### config.mk
export PLATFORM = sky130hd
export DESIGN_NAME = cdps_msf
export DESIGN_NICKNAME = d
export VERILOG_FILES = /design/src/rtl/cd_position_subq_generator_defines.svh /design/src/rtl/cdps_pkg.sv /design/src/rtl/cdps_msf.sv
export SDC_FILE = /design/constraint.sdc
export NUM_CORES = 1
export LEC_CHECK = 0
export BUFFER_PORTS_ARGS = -buffer_cell sky130_fd_sc_hd__buf_2
export CELL_PAD_IN_SITES_DETAIL_PLACEMENT = 1
export CELL_PAD_IN_SITES_GLOBAL_PLACEMENT = 2
export CORE_MARGIN = 5
export CORE_UTILIZATION = 47
export DETAILED_ROUTE_END_ITERATION = 10
export PLACE_DENSITY = 0.88
export SETUP_SLACK_MARGIN = 0.3
export SYNTH_ARGS = -nofsm -noshare
export SYNTH_HDL_FRONTEND = slang
export SYNTH_SLANG_ARGS = --single-unit
export TNS_END_PERCENT = 50
### constraint.sdc
create_clock -name vclk -period 48.6
set_input_delay 9.72 -clock vclk [all_inputs]
set_output_delay 9.72 -clock vclk [all_outputs]
set_load 0.005 [all_outputs]
### src/rtl/cd_position_subq_generator_defines.svh
// Assertion macros for the CD position and subchannel-Q unit.
`ifndef CD_POSITION_SUBQ_GENERATOR_DEFINES_SVH
`define CD_POSITION_SUBQ_GENERATOR_DEFINES_SVH

`ifndef SYNTH
// Same-cycle implication, disabled during reset
`define CDPS_ASSERT_IMP(label, clk_s, rst_s, ante, cons, msg) \
    label: assert property (@(posedge clk_s) disable iff (!rst_s) (ante) |-> (cons)) \
        else $error(msg);
// Next-cycle implication, disabled during reset
`define CDPS_ASSERT_NXT(label, clk_s, rst_s, ante, cons, msg) \
    label: assert property (@(posedge clk_s) disable iff (!rst_s) (ante) |=> (cons)) \
        else $error(msg);
`else
`define CDPS_ASSERT_IMP(label, clk_s, rst_s, ante, cons, msg)
`define CDPS_ASSERT_NXT(label, clk_s, rst_s, ante, cons, msg)
`endif

`endif

### src/rtl/cdps_pkg.sv
// Shared types, constants and helper functions for the CD position unit.
package cdps_pkg;

    localparam int unsigned POS_W           = 19;
    localparam int unsigned PREGAP_DEFAULT  = 150;
    localparam int unsigned SECTORS_PER_MIN = 60 * 75;
    localparam int unsigned SECTORS_PER_SEC = 75;

    // Command codes
    localparam logic [2:0] ACT_RESET       = 3'd0;
    localparam logic [2:0] ACT_GOTO_START  = 3'd1;
    localparam logic [2:0] ACT_SEEK        = 3'd2;
    localparam logic [2:0] ACT_READ_HEADER = 3'd3;
    localparam logic [2:0] ACT_READ_Q      = 3'd4;
    localparam logic [2:0] ACT_LEADIN      = 3'd5;
    localparam logic [2:0] ACT_TELL        = 3'd6;

    // Only track / session 1 exists on the image
    localparam logic [6:0] UNIT_FIRST = 7'd1;

    // Fixed Q bytes: control/ADR and track number
    localparam logic [7:0] Q_CTRL_ADR = 8'h41;
    localparam logic [7:0] Q_TRACK_NO = 8'h01;
    localparam logic [7:0] Q_ZERO     = 8'h00;

    typedef struct packed {
        logic [2:0] action;
        logic [6:0] target_min;
        logic [5:0] target_sec;
        logic [6:0] target_frame;
        logic [6:0] unit_number;
        logic       advance;
    } cmd_t;

    typedef struct packed {
        logic             ok;
        logic [POS_W-1:0] position;
        logic             index_flag;
        logic             has_data;
        logic [7:0]       abs_min_bcd;
        logic [6:0]       abs_sec_bcd;
        logic [6:0]       abs_frame_bcd;
        logic [7:0]       rel_min_bcd;
        logic [6:0]       rel_sec_bcd;
        logic [6:0]       rel_frame_bcd;
        logic [15:0]      q_crc;
    } res_t;

    typedef struct packed {
        logic [7:0] min_bcd;
        logic [6:0] sec_bcd;
        logic [6:0] frame_bcd;
    } msf_t;

    // Binary to packed BCD for values below 128; tens via multiply by 205/2048
    function automatic logic [7:0] to_bcd(input logic [6:0] n);
        logic [14:0] prod;
        logic [3:0]  tens;
        logic [6:0]  ones;
        prod = 15'(n) * 15'd205;
        tens = prod[14:11];
        ones = n - 7'(tens) * 7'd10;
        return {tens, ones[3:0]};
    endfunction

    // CRC-16-CCITT, poly 0x1021, MSB first, one byte (flattens to an XOR net)
    function automatic logic [15:0] crc_byte(input logic [15:0] crc_in, input logic [7:0] b);
        logic [15:0] c;
        c = crc_in ^ {b, 8'h00};
        for (int i = 0; i < 8; i++) begin
            c = c[15] ? ((c << 1) ^ 16'h1021) : (c << 1);
        end
        return c;
    endfunction

    // CRC state after the two constant leading Q bytes
    localparam logic [15:0] Q_CRC_SEED = crc_byte(crc_byte(16'h0000, Q_CTRL_ADR), Q_TRACK_NO);

endpackage

### src/rtl/cdps_msf.sv
// Sector number to BCD minute/second/frame converter (combinational).
module cdps_msf (
    input  logic [cdps_pkg::POS_W-1:0] sector,
    output cdps_pkg::msf_t             msf
);
    import cdps_pkg::*;

    // Reciprocals, exact for any 19-bit sector
    localparam int unsigned     MIN_SHIFT = 32;
    localparam longint unsigned MIN_RECIP =
        ((64'd1 << MIN_SHIFT) + SECTORS_PER_MIN - 1) / SECTORS_PER_MIN;
    localparam int unsigned     SEC_SHIFT = 16;
    localparam longint unsigned SEC_RECIP =
        ((64'd1 << SEC_SHIFT) + SECTORS_PER_SEC - 1) / SECTORS_PER_SEC;

    localparam int unsigned MIN_PROD_W = POS_W + 20;
    localparam int unsigned SEC_PROD_W = 13 + 10;

    logic [MIN_PROD_W-1:0] min_prod;
    logic [6:0]            minutes;
    logic [12:0]           rem;
    logic [SEC_PROD_W-1:0] sec_prod;
    logic [6:0]            seconds;
    logic [6:0]            frames;

    // Minutes, then remainder within the minute
    always_comb
    begin
        min_prod = MIN_PROD_W'(sector) * MIN_PROD_W'(MIN_RECIP);
        minutes  = min_prod[MIN_SHIFT +: 7];
        rem      = 13'(sector - POS_W'(minutes) * POS_W'(SECTORS_PER_MIN));
        sec_prod = SEC_PROD_W'(rem) * SEC_PROD_W'(SEC_RECIP);
        seconds  = sec_prod[SEC_SHIFT +: 7];
        frames   = 7'(rem - 13'(seconds) * 13'(SECTORS_PER_SEC));
    end

    // BCD packing; sec and frame stay below 0x75
    always_comb
    begin
        msf.min_bcd   = to_bcd(minutes);
        msf.sec_bcd   = 7'(to_bcd(seconds));
        msf.frame_bcd = 7'(to_bcd(frames));
    end

endmodule

* Yosys cells after proc, flatten, opt, wreduce, memory -nomap -nowiden
Cells that the tools add are included. Widths: inputs -> output; s select.
Cells by class: add/sub/neg operators 5, multipliers 10
Operators with widths (count):
- $mul 7x8->15 const B | 3
- $mul 19x19->38 const B | 1
- $mul 13x9->22 const B | 1
- $sub 13x13->13 | 1
- $mul 4x3->3 const B | 3
- $sub 4x4->4 | 3
- $mul 7x11->11 const B | 1
- $mul 7x7->7 const B | 1
- $sub 7x7->7 | 1
Word-level totals: flip-flop bits (word level) 0, output and inout bits 22, input bits 19, logic and storage cells 15

* Longest topological paths before layout
depth after elaboration 9, mapped depth 86

* Least setup slack after synthesis
OpenSTA, ideal clock, no wires.
kind input to output, from in sector[1] (netlist name), to out msf[3] (netlist name), data arrival time 27952 ps, stages 77, slack 10928 ps, cells stage by stage inv_1 -> fa_1 -> inv_1 -> fa_1 -> fa_1 -> fa_1 -> inv_1 -> fa_1 -> fa_1 -> inv_1 -> ha_1 -> nand4_1 -> nor4_1 -> o21ai_0 -> a311oi_1 -> a211oi_1 -> xnor2_1 -> ha_1 -> [... 41 more ...] -> ha_1 -> ha_1 -> fa_1 -> inv_1 -> fa_1 -> inv_1 -> ha_1 -> nand3_1 -> o21ai_0 -> nand2_1 -> a21oi_1 -> xor2_1 -> ha_1 -> inv_1 -> fa_1 -> xnor2_1 -> xnor2_1 -> xnor2_1
RTL lines:
- start: declaration | line cdps_msf.sv:3 | input logic [cdps_pkg::POS_W-1:0] sector,
- end: declaration | line cdps_msf.sv:4 | output cdps_pkg::msf_t msf

==> impl_metrics.tcl <==
set metrics [dict create \
    status "completed" \
    hold_path_class "primary input to output port" \
    crit_slowest_cell "xnor2_1" \
    worstSetupEndpoint "msf[3]" \
    cp_data_required_time_ns 38.88 \
    drt_wl_total_um 24300 \
    synth.avg_cell_area_um2 9.60 \
    syn_area_um2 10800 \
    synth_cell_types 62 \
    crit_path_max_incr_delay_ns 0.58 \
    drtAntennaViolNets 0 \
    avgViaCountPerCell 5.30 \
    core-area_um2 22600 \
    syn_nets 1637 \
    stdcell_area_um2 11300 \
    maxCapViolCount 0 \
    dr_total_vias 7676 \
    grt_use_total 0.196 \
    die_w_um 162 \
    fp.dieArea_um2 26100 \
    fill_cells 2651 \
    grt_pass1_vias 8706 \
    port_buffers 41 \
    cpLargestDelayFamily "adder cells" \
    finalCritPeriodShare 0.815 \
    worstPathArrival_ns 29.88 \
    endpoint_kind "output port" \
    nFlopsAndLatches 0 \
    period_minus_slack_ns 39.60 \
    hold_viol 0 \
    cts_setup_buffers 0 \
    start_kind "primary input" \
    dr.pass1.iters 4 \
    diodes 0 \
    grt_pass1_wl_um 42500 \
    critPathLaunch "sector[1]" \
    dp_slack_ns 8.88 \
    critical_path_class "primary input to output port" \
    place_area_um2 11300 \
    die_y_um 162 \
    drive_gt1_frac 0.0567 \
    ctsHoldBuffers 0 \
    ys_seq_area_frac 0 \
    final_common_cell "ha_1" \
    grt_max_degree 12 \
    regArea_um2 0 \
    layout_setup_ws_ns 9.00 \
    cp_max_fo 11 \
    layout_common_cells "ha_1, inv_1, fa_1" \
    clockBufferCount 0 \
    gp_congestion 0.855 \
    antenna_found_initial 0 \
    worst_pin_slew_ns 0.790 \
    place_hpwl_um 22500 \
    start_util 0.477 \
    ioPinCount 41 \
    fin_setup_tns_ns 0 \
    synth_warnings 0 \
    maxClockFrequency_ghz 0.0252 \
    crit_buf_inv 14 \
    post_cts_resize_count 0 \
    first_iter_violations 184 \
    cp.depth 79 \
    grt-ovfl-total 0 \
    wire_per_inst_um 16.8 \
    hold_ws_ns 20.30 \
    rsz0062_at_grt "no" \
    slew_headroom 0.470 \
    drc_errors 0 \
    drv_slew 0 \
    syn_to_final_growth_pct 5.14 \
    row_count 55 \
    nets 1679 \
    setup-violations-final 0 \
    syn_inst 1124 \
]
worst min-delay path by stage:
stage              start  cells past startpoint  slack, ns     end
6_report       sector[0]                      5      20.30  msf[0]
5_1_grt        sector[0]                      5      20.39  msf[0]
4_1_cts        sector[0]                      5      20.33  msf[0]
3_5_place_dp   sector[0]                      5      20.33  msf[0]
3_3_place_gp   sector[0]                      5      20.34  msf[0]
2_1_floorplan  sector[0]                      3      19.85  msf[0]
kinds of logic (layout without fill, tap and decap cells):
family	after synthesis	after routing	synth area share
XOR/XNOR	77	77	0.0645
buffers and inverters	288	328	0.101
AO/OA/AOI/OAI	132	132	0.0875
AND/OR/NAND/NOR	131	131	0.0667
adder cells (fa/ha/maj)	494	494	0.679
multiplexers	2	2	0.00186
layout make-up:
| cell class | instances | area (um2) | area share |
|---|---|---|---|
| multi-input cells | 836 | 9700 | 0.855 |
| inverters | 286 | 1070 | 0.0946 |
| well taps | 285 | 357 | 0.0314 |
| repair buffers | 42 | 213 | 0.0187 |
synth_stat cells (3+ instances only):
library cell | instances | area (um2)
a221oi_2 | 3 | 45.0
nand2b_1 | 9 | 56.3
nand3_1 | 12 | 60.1
a211oi_1 | 6 | 45.0
ha_1 | 342 | 4280
o21ai_1 | 5 | 25.0
o21a_1 | 8 | 60.1
nor4_1 | 4 | 25.0
a211oi_2 | 3 | 37.5
o21ai_0 | 26 | 130
o21bai_1 | 3 | 22.5
a31oi_1 | 5 | 31.3
and3_1 | 9 | 56.3
o211ai_1 | 3 | 22.5
a211o_1 | 3 | 26.3
nor3_1 | 11 | 55.1
a21oi_1 | 29 | 145
nor2_1 | 19 | 71.3
inv_1 | 286 | 1070
or2_2 | 3 | 18.8
and4_1 | 3 | 26.3
nand2_1 | 29 | 109
a21o_1 | 18 | 135
o211a_1 | 3 | 30.0
fa_1 | 152 | 3040
xor2_1 | 33 | 289
nor2b_1 | 9 | 56.3
nand4_1 | 6 | 37.5
xnor2_1 | 42 | 368
stage by stage:
| step | util | std cells |
|---|---|---|
| final | 0.501 | 1449 |
| after global routing | 0.501 | 1449 |
| after CTS | 0.501 | 1449 |
| after detailed placement | 0.501 | 1449 |
| after global placement | 0.501 | 1449 |
| after floorplan | - | 1124 |
per-layer routing:
layer,GRT usage,share of wire
met1,0.254,0.45
met2,0.379,0.53
met3,0.00612,0.014
met4,0.0143,0.0095
met5,0,0
Power is left out: the tool's default activity adds up to more than one toggle a clock period on the data nets, which glitch-free logic cannot reach.
